**config.mk**
```make
export PLATFORM = sky130hd
export DESIGN_NAME = telnet_com_port_stream_parser_core
export DESIGN_NICKNAME = d
export VERILOG_FILES = /design/src/design/tcps_pkg.sv /design/src/design/telnet_com_port_stream_parser_core.sv /design/src/design/tcps_parser.sv /design/src/design/tcps_out_stage.sv
export SDC_FILE = /design/constraint.sdc
export NUM_CORES = 1
export LEC_CHECK = 0
export BUFFER_PORTS_ARGS = -buffer_cell sky130_fd_sc_hd__buf_4
export CORE_ASPECT_RATIO = 1.2
export CORE_UTILIZATION = 41
export DETAILED_ROUTE_END_ITERATION = 8
export GPL_ROUTABILITY_DRIVEN = 0
export PLACE_DENSITY = 0.61
export SYNTH_ARGS = -nofsm -noshare
export SYNTH_HDL_FRONTEND = slang
export SYNTH_HIERARCHICAL = 1
export SYNTH_SLANG_ARGS = --single-unit
```
**constraint.sdc**
```tcl
create_clock -name clk -period 7.3 [get_ports clk]
set_clock_uncertainty 0.1 [all_clocks]
set_input_delay 0.365 -clock clk [delete_from_list [all_inputs] [get_ports clk]]
set_output_delay 0.365 -clock clk [all_outputs]
set_load 0.005 [all_outputs]
```
**src/design/tcps_pkg.sv**
```systemverilog
// ----------------------------------------------------------------------------
// tcps_pkg
// Shared types and byte codes for the telnet com-port stream parser.
// ----------------------------------------------------------------------------
package tcps_pkg;

	localparam logic [7:0] CODE_IAC     = 8'd255;
	localparam logic [7:0] CODE_SB      = 8'd250;
	localparam logic [7:0] CODE_SE      = 8'd240;
	localparam logic [7:0] CODE_COMPORT = 8'd44;
	localparam logic [7:0] CODE_SETBAUD = 8'd1;

	localparam int RATE_BYTES = 4;
	localparam int CNT_W      = $clog2(RATE_BYTES);
	localparam int ACC_W      = 8 * (RATE_BYTES - 1);

	typedef enum logic [2:0] {
		ST_DATA   = 3'd0,
		ST_IAC    = 3'd1,
		ST_SB     = 3'd2,
		ST_OPT    = 3'd3,
		ST_RATE   = 3'd4,
		ST_WAITSE = 3'd5
	} parse_state_t;

	typedef enum logic {
		KIND_PAYLOAD = 1'b0,
		KIND_BAUD    = 1'b1
	} out_kind_t;

	typedef struct packed {
		logic        vld;
		out_kind_t   kind;
		logic [7:0]  payload;
		logic [31:0] baud;
	} result_t;

endpackage

```
**src/design/telnet_com_port_stream_parser_core.sv**
```systemverilog
// ----------------------------------------------------------------------------
// telnet_com_port_stream_parser_core
// Splits a telnet byte stream into serial payload bytes and baud-rate items.
// ----------------------------------------------------------------------------
//  channel | signals                                   | dir
//  --------+-------------------------------------------+-----
//  in      | in_valid, in_stall, in_byte[7:0]          | sink
//  out     | out_valid, out_stall, out_kind,           | source
//          | payload_byte[7:0], baud_rate[31:0]        |
//
// One item per cycle sustained while out_stall is low. An item is held in the
// input register and then decoded into the result register, which drives its
// result onto the output. Bytes that give no result are consumed without
// a bubble.
// in_stall rises only while both registers are full and out_stall is high.
// arst_n returns the parser to the data state with both registers empty.
// ----------------------------------------------------------------------------
module telnet_com_port_stream_parser_core (
	input  logic        clk,
	input  logic        arst_n,
	input  logic        in_valid,
	output logic        in_stall,
	input  logic [7:0]  in_byte,
	output logic        out_valid,
	input  logic        out_stall,
	output logic        out_kind,
	output logic [7:0]  payload_byte,
	output logic [31:0] baud_rate
);
	import tcps_pkg::*;

	logic       vld_s1;
	logic [7:0] byte_s1;
	logic       free;
	logic       step;
	logic       in_acc;
	result_t    res;

	assign step     = vld_s1 && free;
	assign in_stall = vld_s1 && !free;
	assign in_acc   = in_valid && !in_stall;

	always_ff @(posedge clk or negedge arst_n) begin
		if (!arst_n)
			vld_s1 <= 1'b0;
		else if (in_acc)
			vld_s1 <= 1'b1;
		else if (step)
			vld_s1 <= 1'b0;
	end

	always_ff @(posedge clk) begin
		if (in_acc)
			byte_s1 <= in_byte;
	end

	tcps_parser u_parser (
		.clk     (clk),
		.arst_n  (arst_n),
		.step    (step),
		.byte_in (byte_s1),
		.res     (res)
	);

	tcps_out_stage u_out (
		.clk     (clk),
		.arst_n  (arst_n),
		.load    (step),
		.res     (res),
		.stall   (out_stall),
		.free    (free),
		.valid   (out_valid),
		.kind    (out_kind),
		.payload (payload_byte),
		.baud    (baud_rate)
	);

endmodule

```
**src/design/tcps_parser.sv**
```systemverilog
// ----------------------------------------------------------------------------
// tcps_parser
// Parse state, rate gathering and the decode of one byte into a result.
// ----------------------------------------------------------------------------
module tcps_parser (
	input  logic              clk,
	input  logic              arst_n,
	input  logic              step,
	input  logic [7:0]        byte_in,
	output tcps_pkg::result_t res
);
	import tcps_pkg::*;

	parse_state_t     state_q, state_d;
	logic [CNT_W-1:0] cnt_q, cnt_d;
	logic [ACC_W-1:0] acc_q, acc_d;
	logic             last_rate;

	assign last_rate = (cnt_q == CNT_W'(RATE_BYTES - 1));

	always_ff @(posedge clk or negedge arst_n) begin
		if (!arst_n) begin
			state_q <= ST_DATA;
			cnt_q   <= '0;
			acc_q   <= '0;
		end else if (step) begin
			state_q <= state_d;
			cnt_q   <= cnt_d;
			acc_q   <= acc_d;
		end
	end

	// next state
	always_comb begin
		state_d = state_q;
		cnt_d   = cnt_q;
		acc_d   = acc_q;
		unique case (state_q)
			ST_IAC: begin
				state_d = (byte_in == CODE_SB) ? ST_SB : ST_DATA;
			end
			ST_SB: begin
				if (byte_in == CODE_COMPORT) begin
					state_d = ST_OPT;
					cnt_d   = '0;
					acc_d   = '0;
				end else begin
					state_d = ST_DATA;
				end
			end
			ST_OPT: begin
				if (byte_in == CODE_SETBAUD)
					state_d = ST_RATE;
				else if (byte_in == CODE_IAC)
					state_d = ST_WAITSE;
			end
			ST_RATE: begin
				if (byte_in == CODE_IAC) begin
					state_d = ST_WAITSE;
				end else if (last_rate) begin
					state_d = ST_WAITSE;
					cnt_d   = '0;
					acc_d   = '0;
				end else begin
					acc_d = {acc_q[ACC_W-9:0], byte_in};
					cnt_d = cnt_q + CNT_W'(1);
				end
			end
			ST_WAITSE: begin
				if (byte_in == CODE_SE)
					state_d = ST_DATA;
			end
			// data state and unused codes
			default: begin
				state_d = (byte_in == CODE_IAC) ? ST_IAC : ST_DATA;
			end
		endcase
	end

	// result
	always_comb begin
		res.vld     = 1'b0;
		res.kind    = KIND_PAYLOAD;
		res.payload = '0;
		res.baud    = '0;
		unique case (state_q)
			ST_IAC: begin
				if (byte_in == CODE_IAC) begin
					res.vld     = 1'b1;
					res.payload = byte_in;
				end
			end
			ST_SB, ST_OPT, ST_WAITSE: begin
				res.vld = 1'b0;
			end
			ST_RATE: begin
				if (byte_in != CODE_IAC && last_rate) begin
					res.vld  = 1'b1;
					res.kind = KIND_BAUD;
					res.baud = {acc_q, byte_in};
				end
			end
			default: begin
				if (byte_in != CODE_IAC) begin
					res.vld     = 1'b1;
					res.payload = byte_in;
				end
			end
		endcase
	end

endmodule

```
**src/design/tcps_out_stage.sv**
```systemverilog
// ----------------------------------------------------------------------------
// tcps_out_stage
// Result register; holds an item while the receiver stalls.
// ----------------------------------------------------------------------------
module tcps_out_stage (
	input  logic              clk,
	input  logic              arst_n,
	input  logic              load,
	input  tcps_pkg::result_t res,
	input  logic              stall,
	output logic              free,
	output logic              valid,
	output logic              kind,
	output logic [7:0]        payload,
	output logic [31:0]       baud
);
	import tcps_pkg::*;

	logic        vld_s2;
	out_kind_t   kind_s2;
	logic [7:0]  payload_s2;
	logic [31:0] baud_s2;

	assign free = !vld_s2 || !stall;

	always_ff @(posedge clk or negedge arst_n) begin
		if (!arst_n)
			vld_s2 <= 1'b0;
		else if (load)
			vld_s2 <= res.vld;
		else if (!stall)
			vld_s2 <= 1'b0;
	end

	always_ff @(posedge clk) begin
		if (load && res.vld) begin
			kind_s2    <= res.kind;
			payload_s2 <= res.payload;
			baud_s2    <= res.baud;
		end
	end

	assign valid   = vld_s2;
	assign kind    = kind_s2;
	assign payload = payload_s2;
	assign baud    = baud_s2;

endmodule

```
==> flow_metrics.py, run 1 <==
metrics = {
    "route": {
        "first_pass_iters": 4,
        "drt_wl_total_um": 6135,
        "num_vias": 2147,
        "drc": 0,
        "ant_nets": 0,
        "viasPerCell": 5.199,
        "drtIter0Drc": 158,
        "routedWlPerCell_um": 14.85,
    },
    "critical_path": {
        "crit_chain": "or3b_4, a41oi_2, buf_4, and2_1, or3_1, and2_4",
        "slowest_stage": "dfrtp_1",
        "cpPeakStageDelay_ns": 0.49,
        "critPathRequiredTime_ns": 7.19,
        "path_max_fanout": 42,
        "end_kind": "flop",
        "worstReg2RegStart": "u_parser/state_q[2]$_DFFE_PN0P_",
        "start_kind": "flop",
        "critPathKind": "flop to flop",
        "cp.arrival_ns": 2.60,
        "startpoint": "u_parser/state_q[2]$_DFFE_PN0P_",
    },
    "outcome": {
        "outcome": "complete, no violations",
    },
    "clocking": {
        "cts_tree": "done",
        "numClockSinks": 80,
        "cts.path.max_buffers": 2,
        "htree_levels": 3,
        "cts-resized-gates": 0,
        "cts_root_buf": "clkbuf_8",
        "insertion_delay_ns": 0.34,
        "path_clk_slew_ns": 0.08,
        "cts_buffers": 9,
    },
    "timing": {
        "finalCriticalPeriod_ns": 2.710,
        "worstMarginPinSlew_ns": 1.111,
        "drv_slew": 0,
        "rsz0062_at_grt": "no",
        "post-route-period-util_pct": 37.12,
        "holdWs_ns": 0.09010,
        "setup-tns-final_ns": 0,
        "slew_headroom_pct": 25.64,
        "hold_violations": 0,
        "setup_viol": 0,
        "clock.fmax_mhz": 369.0,
    },
    "final_layout": {
        "finish.utilization_pct": 50.89,
        "diodes": 0,
        "area_growth_pct": 19.93,
        "layout.nets": 329,
        "drive_gt1_share_pct": 23.36,
    },
    "logic_synthesis": {
        "ys_types": 37,
        "ys_warn_count": 6,
        "syn_area_um2": 3271,
        "syn_inst": 266,
        "seq_area_frac_synth_pct": 68.71,
        "async_reset_ff_share_pct": 38.75,
        "syn-num-nets": 279,
        "yosys_most_used_dff": "edfxtp_1",
        "synth_seq_cells": 80,
        "synth_edf_count": 49,
        "synth.area.top_cells": "edfxtp_1 45%, dfrtp_1 24%, nand2_1 6.4%, and3_1 6.1%, o21ai_1 4.0%",
        "yosys.area.top_type": "edfxtp_1",
        "syn_avg_cell_area_um2": 12.30,
        "synth_top_cell_area_share_pct": 44.99,
    },
    "die": {
        "top_level_ports": 55,
        "rows": 35,
        "die_y_um": 99.84,
        "die_area_um2": 8340,
        "die_w_um": 83.54,
        "core_um2": 7707,
        "start_util_pct": 42.44,
    },
    "global_route": {
        "antenna_found_initial": 0,
        "grt_pass1_wl_um": 10070,
        "grt_pass1_vias": 2017,
        "grt_usage_pct": 15.86,
        "grt_overflow": 0,
        "grt_max_degree": 53,
    },
    "power_and_ir_drop": {
        "p_sw_mw": 0.2521,
        "clockPowerShare_pct": 29.7,
        "power.leakage_nw": 1.721,
        "p_sw_share_pct": 24.17,
        "power_mw": 1.043,
        "powerDensity_nw_per_um2": 265.9,
        "p_int_mw": 0.7910,
        "seqPwrFrac_pct": 55.6,
        "ir_worst_vdd_uv": 141.7,
        "combPwrFrac_pct": 14.7,
    },
    "min_path": {
        "hold_path_class": "input port to flop",
        "hold_start": "in_byte[1]",
    },
    "placed_design": {
        "hpwl_um": 3804,
        "port_buffers": 54,
    },
    "run": {
        "maxCapViolations": 0,
    },
}
## metal layers
metal,share of wire (%),vias up,global-route usage [%]
li1,-,1047,-
met1,46,1024,20.87
met2,47,62,24.72
met3,3.9,14,2.961
met4,2.8,0,9.518
met5,0,-,0
## placed cells by master (no fill, tap or decap), types with 2 or more instances in the layout
cell and count:
nand2_1 56, buf_4 55, edfxtp_1 49, and3_1 32
dfrtp_1 31, o21ai_1 26, clkbuf_8 9, a21o_1 9
and2_1 4, clkbuf_1 4, nor2_1 4, nand2b_1 3
a21oi_1 3, nor4_1 3, mux2_1 3, inv_1 2
and2_4 2, nor4bb_1 2, nand3_1 2
## synthesized netlist by cell type, types with 2 or more instances
cell type  number
inv_1           2
clkbuf_1       10
nand2b_1        3
a21oi_1         3
nor2_1          4
dfrtp_1        31
and2_4          2
and2_1          4
buf_2           6
nand3_1         2
mux2_1          3
a21o_1          9
nor4_1          3
edfxtp_1       49
and3_1         32
nand2_1        56
nor4bb_1        2
o21ai_1        26
## final timing paths
kind	slack, ns	cells past startpoint	endpoint
min in group asynchronous	0.38	2	u_parser/state_q[2]$_DFFE_PN0P_
hold reg to reg	0.38	2	u_parser/acc_q[20]$_DFFE_PN0P_
max in group asynchronous	6.42	2	u_parser/acc_q[2]$_DFFE_PN0P_
setup / recovery	4.59	6	u_out/baud[29]$_DFFE_PP_
hold / removal	0.09	1	byte_s1[1]$_DFFE_PP_
setup reg to reg	4.59	6	u_out/baud[29]$_DFFE_PP_
## layout make-up
cell class | count | area, um^2
Fill cell | 691 | 3785
Inverter | 2 | 7.507
Tap cell | 92 | 115.1
Timing Repair Buffer | 56 | 422.9
Multi-Input combinational cell | 167 | 948.4
Sequential cell | 80 | 2247
Clock buffer | 13 | 138.9
Clock inverter | 3 | 42.54
## sequential cells by signal (all words and copies together), names as in the netlist
signal	cells
u_out/baud	32
u_parser/acc_q	24
byte_s1	8
u_out/payload	8
u_parser/state_q	3
u_parser/cnt_q	2
u_out/kind	1
u_out/valid	1
vld_s1	1
## worst max-delay path: cells and delay by family (launching register included)
| kind | cells | cell delay, ns |
|---|---|---|
| flops | 1 | 0.49 |
| compound gates | 1 | 0.16 |
| simple gates | 4 | 1.24 |
| buf+inv | 1 | 0.33 |
## power by group through the flow
stage               combinational [mW]  sequential, mW  clock (mW)
floorplan                       0.0541           0.589           0
global placement                 0.152           0.589           0
detailed placement               0.155           0.589           0
CTS                              0.156           0.581       0.314
global route                     0.170           0.587       0.331
finish                           0.153           0.580       0.310
## what timing repair did
| action | in CTS | in global routing |
|---|---|---|
| endpoints found under the hold margin | 31 | 0 |
| buffers inserted | 0 | 0 |
| hold buffers | 1 | 0 |
## stage by stage
stage	worst slack [ns]	std cells	cell area, um^2
2_1_floorplan	4.990	266	3271
3_3_place_gp	4.698	396	3731
3_5_place_dp	4.628	396	3731
4_1_cts	4.611	413	3923
5_1_grt	4.461	413	3923
6_report	4.590	413	3923
## kinds of logic (layout without fill, tap and decap cells)
kind of cell | count (synthesis) | after routing | synth area share (%)
AOI/OAI and AO/OA | 43 | 43 | 7.919
adders and majority gates | 1 | 1 | 0.3825
buffers and inverters | 19 | 74 | 2.525
DFF | 80 | 80 | 68.71
muxes | 3 | 3 | 1.033
and+or+nand+nor | 120 | 120 | 19.43
Note: power is estimated with default switching activity, not from simulation.
==> run 2, diff against run 1 <==
--- a/config.mk
+++ b/config.mk
@@ -10,7 +10,7 @@
 export CORE_UTILIZATION = 41
 export DETAILED_ROUTE_END_ITERATION = 8
 export GPL_ROUTABILITY_DRIVEN = 0
-export PLACE_DENSITY = 0.61
+export PLACE_DENSITY = 0.64
 export SYNTH_ARGS = -nofsm -noshare
 export SYNTH_HDL_FRONTEND = slang
 export SYNTH_HIERARCHICAL = 1
==> constraint.sdc (replaced) <==
create_clock -name clk -period 2.2 [get_ports clk]
set_clock_uncertainty 0.1 [all_clocks]
set_input_delay 0.11 -clock clk [delete_from_list [all_inputs] [get_ports clk]]
set_output_delay 0.11 -clock clk [all_outputs]
set_load 0.005 [all_outputs]
==> flow_metrics.py, run 2 (synthesized netlist as in run 1, its figures left out) <==
metrics = {
    "outcome": {
        "outcome": "complete, no violations",
    },
    "clocking": {
        "numClockSinks": 80,
        "insertion_delay_ns": 0.35,
        "path_clk_slew_ns": 0.08,
        "cts_tree": "done",
        "cts_buffers": 9,
        "cts.path.max_buffers": 2,
        "htree_levels": 3,
        "cts_root_buf": "clkbuf_8",
    },
    "power_and_ir_drop": {
        "powerDensity_nw_per_um2": 824.4,
        "ir_worst_vdd_uv": 768.9,
        "power.leakage_nw": 1.949,
    },
    "final_layout": {
        "final_cells": 454,
        "largest_register_ffs": 32,
        "multi_input_area_um2": 1028,
        "seq_area_um2": 2247,
        "final_cell_mix": "78 x buf_4, 56 x nand2_1, 49 x edfxtp_1, 32 x and3_1, 31 x dfrtp_1",
        "layout.nets": 370,
        "layout_commonest_cell": "buf_4",
        "area_growth_pct": 33.36,
        "diodes": 0,
        "fillCellCount": 650,
        "drive_gt1_share_pct": 31.22,
    },
    "timing": {
        "finalCriticalPeriod_ns": 2.144,
        "setup_viol": 0,
        "slew_headroom_pct": 70.64,
        "post-route-period-util_pct": 97.45,
        "drv_slew": 0,
        "rsz0062_at_grt": "yes",
        "worstMarginPinSlew_ns": 0.4404,
        "clock.fmax_mhz": 466.5,
        "fin_ws_ns": 0.05619,
        "holdWs_ns": 0.1359,
        "hold_violations": 0,
    },
    "die": {
        "core_um2": 7707,
        "die_area_um2": 8340,
        "die_y_um": 99.84,
        "die_w_um": 83.54,
        "top_level_ports": 55,
        "start_util_pct": 42.44,
        "rows": 35,
    },
    "global_route": {
        "grt.met3_usage_pct": 3.701,
        "grt_max_degree": 35,
        "grt_util_met1_pct": 19.87,
        "grt_overflow": 0,
        "met2_usage_pct": 31.59,
        "antenna_found_initial": 0,
        "busiest_layer": "met2",
        "grt_usage_pct": 17.37,
        "grt_pass1_wl_um": 10970,
        "grt_pass1_vias": 2206,
    },
    "min_path": {
        "hold_path_class": "input port to async pin",
    },
    "critical_path": {
        "rrSetupSlack_ns": 0.06,
        "critPathKind": "flop to flop",
        "r2r_end": "u_out/valid$_DFFE_PN0P_",
        "rr_worst_depth": 6,
        "start_kind": "flop",
        "critPathRequiredTime_ns": 2.32,
        "end_kind": "flop",
        "startpoint": "byte_s1[7]$_DFFE_PP_",
        "path_max_fanout": 6,
        "crit_end": "u_out/valid$_DFFE_PN0P_",
        "worstReg2RegStart": "byte_s1[7]$_DFFE_PP_",
        "cp.arrival_ns": 2.26,
    },
    "placed_design": {
        "place_inst": 417,
        "hpwl_um": 4266,
        "pre_cts_slack_ns": -0.03098,
        "port_buffers": 54,
    },
    "route": {
        "routedWlPerCell_um": 15.26,
        "drt_wl_total_um": 6926,
        "drtIter0Drc": 104,
        "num_vias": 2280,
        "ant_nets": 0,
        "drc": 0,
        "first_pass_iters": 4,
        "viasPerCell": 5.022,
    },
    "run": {
        "maxCapViolations": 0,
    },
}
run 2: layout make-up:
| cell class | instances | share of cell area (%) |
|---|---|---|
| Sequential cell | 80 | 51.52 |
| Timing Repair Buffer | 93 | 17.79 |
| Inverter | 2 | 0.1721 |
| Multi-Input combinational cell | 171 | 23.58 |
| Clock inverter | 6 | 1.377 |
| Tap cell | 92 | 2.639 |
| Clock buffer | 10 | 2.926 |
run 2: critical path, stage by stage, from the launching register on:
cell	delay, ns
edfxtp_1	0.51
and4_4	0.29
a41oi_4	0.12
and2_1	0.19
or3_4	0.42
and2_4	0.22
o21bai_1	0.16
run 2: metal layers:
metal / vias to the layer above / wire (um)
li1: 1142 / -
met1: 1077 / 2801
met2: 50 / 3785
met3: 11 / 230
met4: 0 / 109
met5: - / 0
run 2: repair_timing:
item                                   CTS  global route
setup endpoints to repair               45            65
pin swaps                                0             4
hold buffers                            11             0
endpoints found under the hold margin   41             0
gates resized for setup                  2             8
buffers inserted                         0             6
cloned                                   1             3
run 2: how the worst min path moves through the flow:
stage	from	endpoint	slack, ns	cells after the start
5_1_grt	arst_n	vld_s1$_DFFE_PN0P_	0.17	2
2_1_floorplan	arst_n	u_out/valid$_DFFE_PN0P_	-0.29	0
3_5_place_dp	arst_n	u_parser/state_q[1]$_DFFE_PN0P_	-0.02	1
4_1_cts	arst_n	vld_s1$_DFFE_PN0P_	0.13	2
6_report	arst_n	u_parser/acc_q[7]$_DFFE_PN0P_	0.14	2
3_3_place_gp	arst_n	u_parser/state_q[2]$_DFFE_PN0P_	-0.03	1
run 2: through the flow:
step | area [um^2] | setup TNS (ns) | util [%] | power, mW
after floorplan | 3291 | -1.210 | - | 2.136
after global placement | 3938 | -0.01687 | 51.09 | 2.497
after detailed placement | 3938 | -1.206 | 51.09 | 2.507
after CTS | 4250 | 0 | 55.15 | 3.576
after global routing | 4362 | -0.02867 | 56.59 | 3.763
final | 4362 | 0 | 56.59 | 3.596
run 2: where the power goes:
part | switching, mW | leakage [nW] | internal (mW)
sequential | 0.0672 | 0.916 | 1.83
clock | 0.526 | 0.0941 | 0.521
combinational | 0.310 | 0.939 | 0.338
total | 0.903 | 1.95 | 2.69
